### src/hw/rtl/iwsp_pkg.sv
`timescale 1ns / 1ps
// ----------------------------------------------------------------------------
// Inter-warp stride prefetcher package
// Shared sizes, types and the command and status structures that join the
// controller to the datapath.
// ----------------------------------------------------------------------------
package iwsp_pkg;

   localparam int TABLE_ENTRIES = 32;
   localparam int MAX_WARPS     = 64;
   localparam int IDX_W         = (TABLE_ENTRIES > 1) ? $clog2(TABLE_ENTRIES) : 1;
   localparam int WARP_W        = 6;
   localparam int PC_W          = 32;
   localparam int ADDR_W        = 64;
   localparam int CNT_W         = $clog2(ADDR_W + 1);

   typedef logic [PC_W-1:0]   pc_type;
   typedef logic [WARP_W-1:0] warp_type;
   typedef logic [ADDR_W-1:0] addr_type;
   typedef logic [IDX_W-1:0]  idx_type;

   typedef struct packed {
      logic load;
      logic scan;
      logic div_start;
      logic div_step;
      logic mul;
      logic finish;
      logic write;
   } cmd_type;

   typedef struct packed {
      logic scan_last;
      logic hit;
      logic same;
      logic div_last;
   } stat_type;

endpackage

### src/hw/rtl/iwsp_ctrl.sv
`timescale 1ns / 1ps
// ----------------------------------------------------------------------------
// Inter-warp stride prefetcher controller
// Sequences lookup, division, prefetch address and table update for an item.
// ----------------------------------------------------------------------------
module iwsp_ctrl (
   input  logic              clock,
   input  logic              reset,
   input  logic              req_valid,
   output logic              req_ready,
   output logic              rsp_valid,
   input  logic              rsp_ready,
   input  iwsp_pkg::stat_type stat,
   output iwsp_pkg::cmd_type  cmd
);
   import iwsp_pkg::*;

   typedef enum logic [6:0] {
      S_IDLE  = 7'b0000001,
      S_SCAN  = 7'b0000010,
      S_DIVI  = 7'b0000100,
      S_DIV   = 7'b0001000,
      S_MUL   = 7'b0010000,
      S_FIN   = 7'b0100000,
      S_OUT   = 7'b1000000
   } state_type;

   state_type state_ff, state_in;

   always_comb begin
      state_in = state_ff;
      cmd = '0;
      case (state_ff)
         S_IDLE: begin
            if (req_valid) begin
               cmd.load = 1'b1;
               state_in = S_SCAN;
            end
         end
         S_SCAN: begin
            cmd.scan = 1'b1;
            if (stat.scan_last) begin
               if (stat.hit && !stat.same) state_in = S_DIVI;
               else state_in = S_FIN;
            end
         end
         S_DIVI: begin
            cmd.div_start = 1'b1;
            state_in = S_DIV;
         end
         S_DIV: begin
            cmd.div_step = 1'b1;
            if (stat.div_last) state_in = S_MUL;
         end
         S_MUL: begin
            cmd.mul = 1'b1;
            state_in = S_FIN;
         end
         S_FIN: begin
            cmd.finish = 1'b1;
            cmd.write = 1'b1;
            state_in = S_OUT;
         end
         S_OUT: begin
            if (rsp_ready) state_in = S_IDLE;
         end
         default: state_in = S_IDLE;
      endcase
   end

   assign req_ready = (state_ff == S_IDLE);
   assign rsp_valid = (state_ff == S_OUT);

   always_ff @(posedge clock) begin
      if (reset) state_ff <= S_IDLE;
      else state_ff <= state_in;
   end

endmodule

### config.mk
export PLATFORM = sky130hd
export DESIGN_NAME = iwsp_ctrl
export DESIGN_NICKNAME = d
export VERILOG_FILES = /design/src/hw/rtl/iwsp_pkg.sv /design/src/hw/rtl/iwsp_ctrl.sv
export SDC_FILE = /design/constraint.sdc
export NUM_CORES = 1
export LEC_CHECK = 0
export CAP_MARGIN = 40
export CORE_MARGIN = 8
export CORE_UTILIZATION = 31
export DETAILED_ROUTE_END_ITERATION = 8
export DONT_BUFFER_PORTS = 1
export SETUP_SLACK_MARGIN = 0.15
export SYNTH_ARGS = -nofsm -noshare
export SYNTH_HDL_FRONTEND = slang
export SYNTH_SLANG_ARGS = --single-unit
### constraint.sdc
create_clock -name clock -period 1.75 [get_ports clock]
set_input_delay 0.175 -clock clock [delete_from_list [all_inputs] [get_ports clock]]
set_output_delay 0.175 -clock clock [all_outputs]
set_load 0.02 [all_outputs]
# Word level (Yosys, flattened, before mapping)
# Cells that the tools add are included.
op_classes:
  mux: 13
  n_reduce_logical: 3
  shifts: 0
  mul: 0
  bitwise_logic: 0
  eq_ne: 11
  addsub: 0
  magnitude_cmp: 0
  div: 0
op_table:
  columns: ["op", "n"]
  rows:
  - ["7-bit case mux with 7 select lines", 1]
  - ["7-bit 2-to-1 mux", 4]
  - ["7-bit by 1-bit equality test with 1-bit output, second input constant", 1]
  - ["7-bit by 2-bit equality test with 1-bit output, second input constant", 1]
  - ["7-bit by 3-bit equality test with 1-bit output, second input constant", 1]
  - ["7-bit by 4-bit equality test with 1-bit output, second input constant", 1]
  - ["7-bit by 5-bit equality test with 1-bit output, second input constant", 1]
  - ["7-bit by 6-bit equality test with 1-bit output, second input constant", 1]
  - ["7-bit equality test, second input constant", 1]
  - ["1-bit 2-to-1 mux", 6]
  - ["6-bit 2-to-1 mux", 1]
  - ["2-bit inequality test, second input constant", 3]
  - ["4-bit AND reduction", 1]
  - ["2-bit 2-to-1 mux", 1]
  - ["2-bit by 1-bit inequality test with 1-bit output, second input constant", 1]
  - ["1-bit logical AND", 1]
  - ["1-bit zero test", 1]
word_totals:
  regBits: 7
  in_bits: 8
  mem_bits_rw: 0
  memories: 0
  mem_bits_ro: 0
  latchBits: 0

# Logic depth before layout (Yosys ltp)
logic_depth:
  ltp_word: 5
  ltp_mapped: 5
  depth_no_buf: 4

# Least setup slack after synthesis
# No wires, ideal clock.
synth_path:
  path_type: "reg-to-reg"
  from: "register state_ff[5]"
  to: "register state_ff[3]"
  setup_ps: 61
  arrival_ps: 1911
  stages_incl_launch_ff: 4
  path_slack_ps: -221
  n_path_buf: 0
  cell_sequence: "dfxtp_1 -> or4_4 -> nor4b_1 -> o21a_1"
synth_between:
  elab_chain_len: 3
  elab_cells_between_ends: 13
  classes_between: "eq/ne: 11; mux: 1; reduce/logical: 1"
synth_rtl:
  columns: ["item", "line_no", "text"]
  rows:
  - ["from (decl)", "iwsp_ctrl.sv:28", "state_type state_ff, state_in;"]
  - ["from (signal assigned)", "iwsp_ctrl.sv:76", "else state_ff <= state_in;"]
  - ["7-bit by 2-bit equality test with 1-bit output (tied with other cells)", "iwsp_ctrl.sv:33", "case (state_ff)"]
  - ["2-bit inequality test (no line) / 2-bit by 1-bit inequality test with 1-bit output (equally long branches)", null, null]
  - ["4-bit AND reduction (no line)", null, null]
# Several ways; a longest one is shown, not always the timed one.
# A chain may end at the register's enable or synchronous reset.

# Worst setup path in the final report
layout_path:
  from: "register state_ff[5]"
  to: "register state_ff[0]"
# The elaborated chain is that of the path after synthesis.

==> metrics.csv <==
stage,metric,value,unit
run_status,status,finished with violations,
run_status,violations in the final reports,negative setup slack,
final_layout,antenna cell count,0,
hold_path,Worst Hold Launch,req_valid,
drt,number of iterations in the first detailed-routing pass,4,
global_route,number of global-route vias before repair,499,
place,half-perimeter wire length after detailed placement,1020,um
final_layout,final std cells w/o fill,92,
floorplan,vertical extent of the die,54.6,um
power,Max VDD drop,0.438,mV
synth,top post-synthesis cells by area,"dfxtp_1, o221ai_4, nor4_1",
floorplan,I/O pin count,17,
global_route,grt total ovfl,0,
synth,Ys Warns,0,
clocking,worst skew pair latency,0.26,ns
drt,DR WL/cell,17.2,um
floorplan,std cell rows,14,
hold_path,HP Class,input pin to register,
floorplan,floorplan die area,2980,sq um
sta,shortest clock period the worst path allows after layout,1.98,ns
power,areal power density over the cells,627,nW/um^2
synth,post-synth top area cell,dfxtp_1,
drt,ratio of routed vias to standard cells,5.52,
sta,Slew Limit Headroom,0.741,
sta,final setup violating endpoints,7,
worst_setup_path,crit path max-delay cell type,or4_4,
worst_setup_path,largest driver fanout on the critical path,3,
sta,clock skew after layout,0.00104,ns
synth,Netlist cell types,28,
floorplan,area of the placeable core,1450,sq um
clocking,clock tree from TritonCTS,done,
drt,DR vias,508,
worst_setup_path,cell-by-cell trace of the critical path,or4_4 > or4b_4 > buf_4 > o221ai_4 > o221ai_2,
place,buffers added on ports,0,
power,total power after layout,470,uW
global_route,wire length of the first global-routing pass,2360,um
sta,setup repair after global routing missed its margin,yes,
sta,slew at the pin closest to its max-slew limit,0.389,ns
place,routability congestion estimate,0.763,
floorplan,die width,54.6,um
run,maxcap violations,0,
worst_setup_path,CP startpoint kind,register,
clocking,Inserted Clock Buffers,3,
global_route,total global routing track utilization,0.110,
place,worst slack at placement,-0.113,ns
drt,total length of routed wires,1580,um
clocking,clock edge transition at the registers on the reported setup and hold paths,0.05,ns
synth,nets in the synthesized netlist,62,
place,number of cells in the design after placement,80,
clocking,maximum buffer depth of the clock tree,2,
final_layout,"commonest cells after routing, fill and taps aside","buf_4, buf_6, o21ai_0, dfxtp_1",
worst_setup_path,crit end category,register,
synth,Gate Count Post-Synth,54,
synth,area of the mapped netlist,462,sq um
final_layout,Final nets,85,
clocking,Sinks on Clock Net,7,
worst_setup_path,worst setup path class,register to register,
synth,Mapped Avg Cell Area,8.55,sq um
final_layout,Multi-input gate area,370,sq um
clocking,H-Tree Level Count,1,
final_layout,most common library cell in the layout ignoring fill and taps,buf_4,
sta,final setup margin,-0.227,ns
synth,#FFs+latches synth,7,
final_layout,Sequential Area,144,sq um
floorplan,initial core utilization,0.318,
drt,iteration-0 DRC count of the detailed router,11,
sta,fmax,506,MHz
sta,sum of negative setup slack,-0.974,ns
sta,final period utilization,1.13,
global_route,pin count of the biggest net entering global routing,12,
synth,register area share after synthesis,0.304,
power,Lkg Pwr,0.310,nW
final_layout,fillers,138,
clocking,buffer cell driving the clock tree root,clkbuf_4,
worst_setup_path,Crit path arrival time,2.11,ns
synth,top cell type's share of synthesized area,0.304,
drt,total DRC errors in the routed layout,0,
worst_setup_path,largest stage delay on the critical path,0.53,ns
global_route,initial antenna violation count,0,
sta,Slew Limit Fails,0,
final_layout,area added between synthesis and finish,62.6,%
worst_setup_path,startpoint of the worst register-to-register path,state_ff[5],
worst_setup_path,Critical path origin,state_ff[5],
final_layout,share of post-route cells with drive strength above 1,0.579,
worst_setup_path,critical path required time,1.88,ns
sta,final number of hold-violating endpoints,0,
final_layout,Post-Layout Inst Area,751,sq um
final_layout,leading registers by flop count,state_ff x7,
place,Placement Cell Area,569,sq um
final_layout,register with the highest flop count,state_ff,
drt,number of nets with antenna violations after detailed routing,0,
final_layout,max FFs per register,7,
metrics by stage:
stage / hold WS [ns] / utilization
floorplan: 0.245 / -
global placement: 0.251 / 0.392
detailed placement: 0.248 / 0.392
CTS: 0.0390 / 0.466
global route: 0.0327 / 0.516
finish: 0.0484 / 0.516
synth_stat cells (all sizes together):
| cell | n |
|---|---|
| and3 | 2 |
| clkbuf | 1 |
| xor2 | 1 |
| or4 | 1 |
| nor2 | 4 |
| or4b | 1 |
| a211oi | 1 |
| o21a | 2 |
| buf | 1 |
| nor3 | 2 |
| o311ai | 1 |
| nand2b | 2 |
| or3b | 1 |
| nand2 | 1 |
| o221ai | 2 |
| o21ai | 4 |
| or2b | 1 |
| dfxtp | 7 |
| nor4b | 1 |
| a21oi | 1 |
| nor2b | 2 |
| nor4 | 4 |
| inv | 5 |
| and2 | 1 |
| nand3b | 1 |
| o211ai | 1 |
| nor3b | 3 |
worst max-delay path: cells and delay by family (launching register included):
family                 cells  cell delay [ns]
AND/OR/NAND/NOR            2             1.04
AO/OA/AOI/OAI              2             0.34
flip-flops                 1             0.32
buffers and inverters      1             0.16
cells by family after synthesis:
kind of cell,count (synthesis),synth area share
DFF,7,0.304
buffers and inverters,7,0.0650
and+or+nand+nor,27,0.385
xor gates and xnor gates,1,0.0190
AOI/OAI and AO/OA,12,0.228
layer usage:
metal / track usage / up-vias / wire (um)
li1: - / 244 / -
met1: 0.127 / 239 / 631
met2: 0.179 / 21 / 776
met3: 0.0408 / 4 / 138
met4: 0.0410 / 0 / 34
met5: 0 / - / 0
worst paths after layout:
kind                            cells past startpoint  slack [ns]          end
worst min-delay path                                1        0.05  state_ff[0]
worst min register to register                      2        0.73  state_ff[5]
worst max-delay path                                5       -0.23  state_ff[0]
worst max register to register                      5       -0.23  state_ff[0]
power breakdown:
part	switching [mW]	internal, mW	leakage (nW)
clock network	0.0662	0.0874	0.0150
registers	0.0136	0.167	0.0577
logic	0.0687	0.0680	0.238
area by class of cell:
| cell class | instances | area share |
|---|---|---|
| Clock buffer | 4 | 0.0350 |
| Inverter | 5 | 0.0250 |
| Tap cell | 16 | 0.0267 |
| Timing Repair Buffer | 20 | 0.228 |
| Multi-Input combinational cell | 40 | 0.493 |
| Sequential cell | 7 | 0.192 |
what timing repair did:
item	4_1_cts	5_1_grt
hold buffers	1	0
setup endpoints to repair	12	15
pin swaps	6	0
buffers inserted	2	5
gates cloned	0	0
endpoints found under the hold margin	3	0
resized for setup	14	10
No activity file was read; power rests on OpenSTA's default activity.
